File: src/design/slsel_pkg.sv
`timescale 1ns / 1ps
// Shared types and constants for the sprite line slot selector.
// Used by the RAM, the controller, the datapath and the top level; no dependencies.

package slsel_pkg;

  localparam logic OP_WRITE = 1'b0;
  localparam logic OP_EVAL  = 1'b1;

  // Register decode uses the word address bit of paddr.
  localparam logic REG_FLIP_MODE = 1'b0;

  localparam int RAM_DEPTH = 128;
  localparam int RAM_AW    = 7;

  typedef enum logic [2:0] {
    ST_IDLE,
    ST_READ,
    ST_ZONE,
    ST_TEST,
    ST_EMIT
  } state_t;

  typedef enum logic [1:0] {
    ADD_LVB,
    ADD_YSTART,
    ADD_YSTEP
  } add_sel_t;

  typedef struct packed {
    logic     load;
    logic     rd_en;
    logic [1:0] rd_sel;
    logic     cap_en;
    logic [1:0] cap_sel;
    add_sel_t add_sel;
    logic     zone;
    logic     test;
    logic     emit;
  } ctl_t;

  typedef struct packed {
    logic hit;
    logic last;
  } sts_t;

endpackage

File: src/design/slsel_ram.sv
`timescale 1ns / 1ps
// Sprite RAM: 128 bytes, one write and one registered read per cycle.
// Per-byte valid bits make unwritten bytes read as zero after reset.

module slsel_ram (
  input  logic       clk,
  input  logic       rst_n,
  input  logic       we,
  input  logic [6:0] waddr,
  input  logic [7:0] wdata,
  input  logic       re,
  input  logic [6:0] raddr,
  output logic [7:0] rdata
);

  logic [7:0]   mem [slsel_pkg::RAM_DEPTH];
  logic [slsel_pkg::RAM_DEPTH-1:0] valid_r;
  logic [7:0]   rdata_r;

  always_ff @(posedge clk) begin
    if (we) begin
      mem[waddr] <= wdata;
    end
  end

  always_ff @(posedge clk) begin
    if (!rst_n) begin
      valid_r <= '0;
    end else if (we) begin
      valid_r[waddr] <= 1'b1;
    end
  end

  always_ff @(posedge clk) begin
    if (re) begin
      rdata_r <= valid_r[raddr] ? mem[raddr] : 8'h00;
    end
  end

  assign rdata = rdata_r;

endmodule

File: src/design/slsel_ctrl.sv
`timescale 1ns / 1ps
// Sequencer for one evaluate item: four RAM reads, zone test, draw commands.
// Depends on slsel_pkg for the state, control and status types.

module slsel_ctrl (
  input  logic              clk,
  input  logic              rst_n,
  input  logic              start,
  input  logic              opcode,
  input  slsel_pkg::sts_t   sts,
  output slsel_pkg::ctl_t   ctl,
  output logic              busy
);

  slsel_pkg::state_t state_r, state_nxt;
  logic [2:0] rd_cnt_r, rd_cnt_nxt;

  always_ff @(posedge clk) begin
    if (!rst_n) begin
      state_r  <= slsel_pkg::ST_IDLE;
      rd_cnt_r <= 3'd0;
    end else begin
      state_r  <= state_nxt;
      rd_cnt_r <= rd_cnt_nxt;
    end
  end

  always_comb begin
    state_nxt  = state_r;
    rd_cnt_nxt = 3'd0;
    unique case (state_r)
      slsel_pkg::ST_IDLE: begin
        if (start && opcode == slsel_pkg::OP_EVAL) begin
          state_nxt = slsel_pkg::ST_READ;
        end
      end
      slsel_pkg::ST_READ: begin
        if (rd_cnt_r == 3'd4) begin
          state_nxt = slsel_pkg::ST_ZONE;
        end else begin
          rd_cnt_nxt = rd_cnt_r + 3'd1;
        end
      end
      slsel_pkg::ST_ZONE: begin
        state_nxt = slsel_pkg::ST_TEST;
      end
      slsel_pkg::ST_TEST: begin
        state_nxt = sts.hit ? slsel_pkg::ST_EMIT : slsel_pkg::ST_IDLE;
      end
      slsel_pkg::ST_EMIT: begin
        if (sts.last) begin
          state_nxt = slsel_pkg::ST_IDLE;
        end
      end
      default: begin
        state_nxt = slsel_pkg::ST_IDLE;
      end
    endcase
  end

  always_comb begin
    ctl         = '0;
    ctl.add_sel = slsel_pkg::ADD_LVB;
    unique case (state_r)
      slsel_pkg::ST_IDLE: begin
        ctl.load = start && opcode == slsel_pkg::OP_EVAL;
      end
      slsel_pkg::ST_READ: begin
        ctl.rd_en   = rd_cnt_r != 3'd4;
        ctl.rd_sel  = rd_cnt_r[1:0];
        ctl.cap_en  = rd_cnt_r != 3'd0;
        ctl.cap_sel = 2'(rd_cnt_r - 3'd1);
      end
      slsel_pkg::ST_ZONE: begin
        ctl.add_sel = slsel_pkg::ADD_LVB;
        ctl.zone    = 1'b1;
      end
      slsel_pkg::ST_TEST: begin
        ctl.add_sel = slsel_pkg::ADD_YSTART;
        ctl.test    = 1'b1;
      end
      slsel_pkg::ST_EMIT: begin
        ctl.add_sel = slsel_pkg::ADD_YSTEP;
        ctl.emit    = 1'b1;
      end
      default: begin
        ctl = '0;
      end
    endcase
  end

  assign busy = state_r != slsel_pkg::ST_IDLE;

  a_eval_starts_read: assert property (@(posedge clk) disable iff (!rst_n)
    (!busy && start && opcode == slsel_pkg::OP_EVAL) |=> state_r == slsel_pkg::ST_READ)
    else $error("evaluate transfer did not start the read sequence");

  a_read_done: assert property (@(posedge clk) disable iff (!rst_n)
    (state_r == slsel_pkg::ST_READ && rd_cnt_r == 3'd4) |=> state_r == slsel_pkg::ST_ZONE)
    else $error("read sequence did not end in the zone step");

  a_miss_idle: assert property (@(posedge clk) disable iff (!rst_n)
    (state_r == slsel_pkg::ST_TEST && !sts.hit) |=> state_r == slsel_pkg::ST_IDLE)
    else $error("sprite out of zone still produced draw commands");

  a_last_idle: assert property (@(posedge clk) disable iff (!rst_n)
    (state_r == slsel_pkg::ST_EMIT && sts.last) |=> !busy)
    else $error("sequencer kept running after the last draw command");

endmodule

File: src/design/slsel_dp.sv
`timescale 1ns / 1ps
// Datapath: sprite selection, byte capture, zone test and draw command regs.
// One shared 10-bit adder serves the zone sum and every tile y position.

module slsel_dp (
  input  logic                clk,
  input  logic                rst_n,
  input  logic                flip,
  input  slsel_pkg::ctl_t     ctl,
  input  logic [7:0]          in_scanline,
  input  logic [4:0]          in_slot,
  input  logic [7:0]          rdata,
  output logic [6:0]          rd_addr,
  output slsel_pkg::sts_t     sts,
  output logic                out_valid,
  output logic [9:0]          out_tile_code,
  output logic [3:0]          out_colour,
  output logic [8:0]          out_x_pos,
  output logic signed [9:0]   out_y_pos,
  output logic                out_last_part
);

  logic [7:0] line, vcnt, v2c;
  logic [4:0] hcnt, idx;
  logic       nh7, cnt4, cnt3;
  logic [4:0] idx_r;
  logic [7:0] v2c_r;
  logic [7:0] d0_r, d1_r, d2_r, d3_r;
  logic [7:0] lvb_r;
  logic [9:0] add_a, add_b, sum;
  logic [1:0] hcode, parts;
  logic       inlen, vleq;
  logic [9:0] ystart_off;
  logic [8:0] code, xp;
  logic [9:0] code_r, y_r;
  logic [8:0] x_r;
  logic [1:0] p_r;
  logic       out_valid_r, out_last_r;
  logic [9:0] out_code_r, out_y_r;
  logic [3:0] out_colour_r;
  logic [8:0] out_x_r;

  always_comb begin
    line = in_scanline - 8'd7;
    vcnt = flip ? ~line : line;
    hcnt = in_slot + 5'd8;
    nh7  = ~hcnt[3];
    cnt4 = hcnt[4] ^ nh7;
    cnt3 = (vcnt[7] & cnt4) ^ nh7;
    idx  = {cnt4, cnt3, hcnt[2:0]};
    v2c  = flip ? (in_scanline - 8'd6) : (8'd5 - in_scanline);
  end

  always_ff @(posedge clk) begin
    if (ctl.load) begin
      idx_r <= idx;
      v2c_r <= v2c;
    end
    if (ctl.cap_en) begin
      case (ctl.cap_sel)
        2'd0:    d0_r <= rdata;
        2'd1:    d1_r <= rdata;
        2'd2:    d2_r <= rdata;
        default: d3_r <= rdata;
      endcase
    end
  end

  assign rd_addr = {idx_r, ctl.rd_sel};

  always_comb begin
    hcode = d1_r[7:6];
    parts = {hcode[1], hcode[1] | hcode[0]};
    ystart_off = flip ? (10'd247 - {4'd0, parts, 4'd0}) : (10'd6 + {4'd0, parts, 4'd0});
  end

  always_comb begin
    case (ctl.add_sel)
      slsel_pkg::ADD_LVB: begin
        add_a = {2'b00, v2c_r};
        add_b = {2'b00, d2_r};
      end
      slsel_pkg::ADD_YSTART: begin
        add_a = flip ? ~{2'b00, d2_r} : {2'b00, d2_r};
        add_b = ystart_off;
      end
      default: begin
        add_a = y_r;
        add_b = flip ? 10'd16 : 10'h3f0;
      end
    endcase
    sum = add_a + add_b;
  end

  always_comb begin
    case (hcode)
      2'd0:    inlen = lvb_r[7:4] == 4'hf;
      2'd1:    inlen = lvb_r[7:5] == 3'h7;
      2'd2:    inlen = lvb_r[7:6] == 2'h3;
      default: inlen = 1'b1;
    endcase
    vleq = (~lvb_r) <= (~d2_r);
    code = {d0_r[7], d1_r[5], d0_r[6:0]};
    xp   = flip ? (9'd368 - {1'b0, d3_r}) : ({1'b0, d3_r} + 9'd128);
    xp   = xp ^ {d1_r[4], 8'd0};
  end

  assign sts.hit  = vleq && inlen;
  assign sts.last = p_r == 2'd0;

  always_ff @(posedge clk) begin
    if (ctl.zone) begin
      lvb_r <= sum[7:0];
    end
    if (ctl.test) begin
      y_r    <= sum;
      code_r <= {1'b0, code} + {8'd0, parts};
      p_r    <= parts;
      x_r    <= xp;
    end else if (ctl.emit) begin
      y_r    <= sum;
      code_r <= code_r - 10'd1;
      p_r    <= p_r - 2'd1;
    end
  end

  always_ff @(posedge clk) begin
    if (!rst_n) begin
      out_valid_r <= 1'b0;
    end else begin
      out_valid_r <= ctl.emit;
    end
  end

  always_ff @(posedge clk) begin
    if (ctl.emit) begin
      out_code_r   <= code_r;
      out_colour_r <= d1_r[3:0];
      out_x_r      <= x_r;
      out_y_r      <= y_r;
      out_last_r   <= p_r == 2'd0;
    end
  end

  assign out_valid     = out_valid_r;
  assign out_tile_code = out_code_r;
  assign out_colour    = out_colour_r;
  assign out_x_pos     = out_x_r;
  assign out_y_pos     = $signed(out_y_r);
  assign out_last_part = out_last_r;

endmodule

File: src/design/sprite_line_slot_selector_core.sv
`timescale 1ns / 1ps
// Sprite line slot selector top level: APB register, sprite RAM, sequencer, datapath.
// A write transfer is taken while busy is low, and busy stays low; it gives no result.
// An evaluate transfer holds busy through four byte reads from the single RAM read port,
// the zone step, the test step and one emit step per draw command (0, 1, 2 or 4);
// the draw commands then appear one per cycle, the shared y adder stepping each y position.
// Synchronous active-low reset clears flip_mode, the sequencer and the RAM valid bits.

module sprite_line_slot_selector_core (
  input  logic               clk,
  input  logic               rst_n,
  input  logic               start,
  output logic               busy,
  input  logic               in_opcode,
  input  logic [6:0]         in_ram_address,
  input  logic [7:0]         in_ram_data,
  input  logic [7:0]         in_scanline,
  input  logic [4:0]         in_slot,
  output logic               out_valid,
  output logic [9:0]         out_tile_code,
  output logic [3:0]         out_colour,
  output logic [8:0]         out_x_pos,
  output logic signed [9:0]  out_y_pos,
  output logic               out_last_part,
  input  logic               psel,
  input  logic               penable,
  input  logic               pwrite,
  input  logic [2:0]         paddr,
  input  logic [31:0]        pwdata,
  output logic [31:0]        prdata,
  output logic               pready
);

  logic              flip_r;
  logic              ram_we;
  logic [7:0]        rdata;
  logic [6:0]        rd_addr;
  slsel_pkg::ctl_t   ctl;
  slsel_pkg::sts_t   sts;

  assign pready = 1'b1;

  always_ff @(posedge clk) begin
    if (!rst_n) begin
      flip_r <= 1'b0;
    end else if (psel && penable && pwrite && pready && paddr[2] == slsel_pkg::REG_FLIP_MODE) begin
      flip_r <= pwdata[0];
    end
  end

  assign prdata = (paddr[2] == slsel_pkg::REG_FLIP_MODE) ? {31'd0, flip_r} : 32'd0;

  assign ram_we = start && !busy && in_opcode == slsel_pkg::OP_WRITE;

  slsel_ram u_ram (
    .clk   (clk),
    .rst_n (rst_n),
    .we    (ram_we),
    .waddr (in_ram_address),
    .wdata (in_ram_data),
    .re    (ctl.rd_en),
    .raddr (rd_addr),
    .rdata (rdata)
  );

  slsel_ctrl u_ctrl (
    .clk    (clk),
    .rst_n  (rst_n),
    .start  (start),
    .opcode (in_opcode),
    .sts    (sts),
    .ctl    (ctl),
    .busy   (busy)
  );

  slsel_dp u_dp (
    .clk           (clk),
    .rst_n         (rst_n),
    .flip          (flip_r),
    .ctl           (ctl),
    .in_scanline   (in_scanline),
    .in_slot       (in_slot),
    .rdata         (rdata),
    .rd_addr       (rd_addr),
    .sts           (sts),
    .out_valid     (out_valid),
    .out_tile_code (out_tile_code),
    .out_colour    (out_colour),
    .out_x_pos     (out_x_pos),
    .out_y_pos     (out_y_pos),
    .out_last_part (out_last_part)
  );

endmodule
File: config.mk
export PLATFORM = sky130hd
export DESIGN_NAME = sprite_line_slot_selector_core
export DESIGN_NICKNAME = d
export VERILOG_FILES = /design/src/design/slsel_pkg.sv /design/src/design/slsel_ram.sv /design/src/design/slsel_ctrl.sv /design/src/design/slsel_dp.sv /design/src/design/sprite_line_slot_selector_core.sv
export SDC_FILE = /design/constraint.sdc
export NUM_CORES = 1
export LEC_CHECK = 0
export BUFFER_PORTS_ARGS = -buffer_cell sky130_fd_sc_hd__buf_2
export CAP_MARGIN = 30
export CORE_ASPECT_RATIO = 2
export CORE_MARGIN = 10
export CORE_UTILIZATION = 50
export DETAILED_ROUTE_END_ITERATION = 10
export PLACE_DENSITY_LB_ADDON = 0.15
export SYNTH_ARGS = -nofsm -noshare
export SYNTH_HDL_FRONTEND = slang
export SYNTH_HIERARCHICAL = 1
export SYNTH_SLANG_ARGS = --single-unit
File: constraint.sdc
create_clock -name clk -period 7.78 [get_ports clk]
set_input_delay 0.778 -clock clk [delete_from_list [all_inputs] [get_ports clk]]
set_output_delay 0.778 -clock clk [all_outputs]
set_load 0.05 [all_outputs]
==> metrics.md <==
| Metric | Value |
|---|---|
| Max-Cap Viols | 0 |
| First-pass GRT wire length | 179400 um |
| Vias post-DR | 25200 |
| Hold slack | between 0.2 and 0.25 ns |
| Syn avg cell area | roughly 19 um2 |
| Critical Path AT | around 5.4 ns |
| Total track usage | 0.2131 |
| Initial Util | 0.5032 |
| Final Non-Filler Cells | 4178 |
| Vias in the first global route | 26190 |
| Setup Fix Bufs, Post-CTS | 0 |
| Most frequent cells in the layout | 1150 x edfxtp_1, 286 x mux4_2, 173 x nor2_1 |
| Worst Max-Slew Pin Slew | ~1.0 ns |
| Number of port buffers | 73 |
| Pins Over Slew Limit | 0 |
| Dpl cell area | 52470 um2 |
| CP required | 8.20 ns |
| Primary FF master, synth | edfxtp_1 |
| Synth Warn # | 6 |
| Worst-case clock skew | 0.02807 ns |
| Width of the die | 245.4 um |
| Worst-path clk slew | around 0.070 ns |
| Routed WL | 122700 um |
| Worst Path Class, Setup | reg -> reg |
| Final Instance Area | ~56000 um2 |
| Post-synthesis sequential area ratio | 0.7333 |
| Post-synth EDFFs | between 1000 and 1500 |
| Core footprint | about 100000 um2 |
| WL/cell | slightly below 30 um |
| Max Clk Rate | roughly 0.20 GHz |
| H-tree lvl count | 3 |
| Post-route ant nets | 0 |
| Num Clock Sinks | 1286 |
| Post-Place Cells | around 4000 |
| Row count | 165 |
| Area leader, netlist | edfxtp_1 |
| Post-Place Worst Slack | ~2.8 ns |
| Fin worst setup slack | 2.802 ns |
| Root buffer cell | clkbuf_16 |
| CTS-repair resized insts | 0 |
| Synth top area share | 0.6797 |
| Antenna diodes | 0 |
| Relative slew slack | 0.3164 |
| Die footprint | 115500 um2 |
| Num CTS Buffers | 110 |
| Mapped Cells | 2644 |
| Top Ports | approximately 140 |
| Final setup TNS | 0 ns |
| Hpwl dp | 79500 um |
| Synthesis-to-finish area growth | 10.73% |
| TritonCTS clock tree | yes |
| Unique masters post-synth | 76 |
| Final Wtd Congestion | slightly below 0.9 |
| Worst hold-check path type | in -> reg |
| Starting DRT DRC Count | 2161 |
| Layout cells sized above 1 | 0.2262 |
| Layout Nets | roughly 2800 |
| DR DRC count | 0 |
| Largest net degree at the start of global routing | 100 |
| Worst Setup Start Kind | flip-flop |
| GRT overflow | 0 |
| Die Ht | around 470 um |
| Fraction of registers with async set or reset after synthesis | 0 |
| Cts hold-fix bufs | 0 |
| Crit Path Max Fanout | 71 |
| Vias per cell | 6.032 |
| Most common cell after layout, fill and taps aside | edfxtp_1 |
| Power Dens Cells | 241.2 nW/um2 |
| Area contributors post-synth | edfxtp_1 68%, mux4_2 13%, dfxtp_1 5.4%, o21a_1 1.9%, nor2_1 1.3% |
| Fill count | 7572 |
| Antenna violations before repair | 1 |
| RSZ-0062 raised after global routing | false |
| Pleak | 17.49 nW |
| Peak VDD IR | 0.1653 mV |
| Setup Viol. Count Final | 0 |
| Clock tree buffer depth | 3 |
| Crit path time final | 4.978 ns |
| Worst Setup End Kind | flip-flop |
| Drt first pass iters | 5 |
| Yosys reg bits | 1286 |
| Mapped Area | 50800 um2 |
| Fin. Hold Viols | 0 |
| Status | complete, no violations |
| Final period util | 0.6399 |
| Worst-Skew Late Latency | 0.72 ns |
==> cell type report <==
type	instances	area, um2	share of cell area
Clock buffer	134	2924	0.05198
Clock inverter	73	729.5	0.01297
Inverter	37	138.9	0.002469
Multi-Input combinational cell	1172	12470	0.2217
Sequential cell	1286	37260	0.6623
Tap cell	1336	1672	0.02971
Timing Repair Buffer	140	1065	0.01893
==> registers in the layout, summed over array words and instances (netlist names), 9 cells and up <==
register and flops:
u_dp/code_r 10, u_dp/out_tile_code 10, u_dp/out_x_pos 9, u_dp/out_y_pos 10
u_dp/x_r 9, u_dp/y_r 10, u_ram/mem 1024, u_ram/valid_r 128
==> synth_stat cells, types with 17 or more instances <==
| library cell | count |
|---|---|
| nor2_1 | 177 |
| o21a_1 | 130 |
| mux4_2 | 286 |
| nor3_1 | 22 |
| buf_2 | 20 |
| mux2i_1 | 28 |
| clkbuf_1 | 72 |
| dfxtp_1 | 136 |
| buf_4 | 54 |
| nand2_1 | 66 |
| xnor2_1 | 42 |
| ha_1 | 25 |
| o21ai_0 | 17 |
| a22oi_1 | 76 |
| inv_1 | 34 |
| a21oi_1 | 68 |
| edfxtp_1 | 1150 |
==> worst max-delay path, cell delays in order (launching register included) <==
cell      delay [ns]
dfxtp_1         0.47
or3b_1          0.64
nor2_4          0.44
buf_12          0.48
mux4_1          0.71
nor3b_1         0.50
or3_1           0.19
a21oi_1         0.07
o41ai_1         0.63
a221o_4         0.39
a311oi_2        0.07
==> worst paths after layout <==
check | from | end | slack, ns | depth (start not counted)
setup / recovery | u_ctrl/state_r[0]$_SDFFE_PN0P_ | u_ram/rdata[0]$_SDFFCE_PN0P_ | 2.80 | 10
hold reg to reg | u_dp/d1_r[0]$_DFFE_PP_ | u_dp/out_colour[0]$_DFFE_PP_ | 0.42 | 0
hold / removal | in_slot[2] | u_dp/idx_r[2]$_DFFE_PP_ | 0.24 | 1
setup reg to reg | u_ctrl/state_r[0]$_SDFFE_PN0P_ | u_ram/rdata[0]$_SDFFCE_PN0P_ | 2.80 | 10
==> cell families (layout without fill, tap and decap cells) <==
family	count (synthesis)	after routing	share of synthesized area
flip-flops	1286	1286	0.7333
AO/OA/AOI/OAI	372	372	0.05317
AND/OR/NAND/NOR	359	359	0.03303
multiplexers	329	329	0.1398
buffers and inverters	216	384	0.02448
XOR/XNOR	53	53	0.009137
adder cells (fa/ha/maj)	27	27	0.006945
other	2	32	0.0001478
==> where the power goes <==
part | internal (mW) | switching [mW] | total, mW
Sequential | 7.52 | 0.0156 | 7.54
Combinational | 0.114 | 0.329 | 0.443
Clock | 3.09 | 2.50 | 5.59
Total | 10.7 | 2.84 | 13.6
==> metrics by stage <==
stage               utilization  power (mW)
global route             0.5572       13.94
CTS                      0.5559       13.68
floorplan                     -       7.924
global placement         0.5188       8.113
finish                   0.5572       13.57
detailed placement       0.5197       8.131
==> routing by layer <==
| layer | vias to the layer above | share of wire | routed length [um] | track usage |
|---|---|---|---|---|
| met1 | 13330 | 0.35 | 43010 | 0.2385 |
| met3 | 225 | 0.053 | 6475 | 0.03437 |
| met2 | 816 | 0.54 | 66850 | 0.3848 |
| met5 | - | 0.000057 | 7 | 0 |
| li1 | 10830 | - | - | - |
| met4 | 2 | 0.052 | 6328 | 0.1081 |
(Power assumes the default switching activity.)
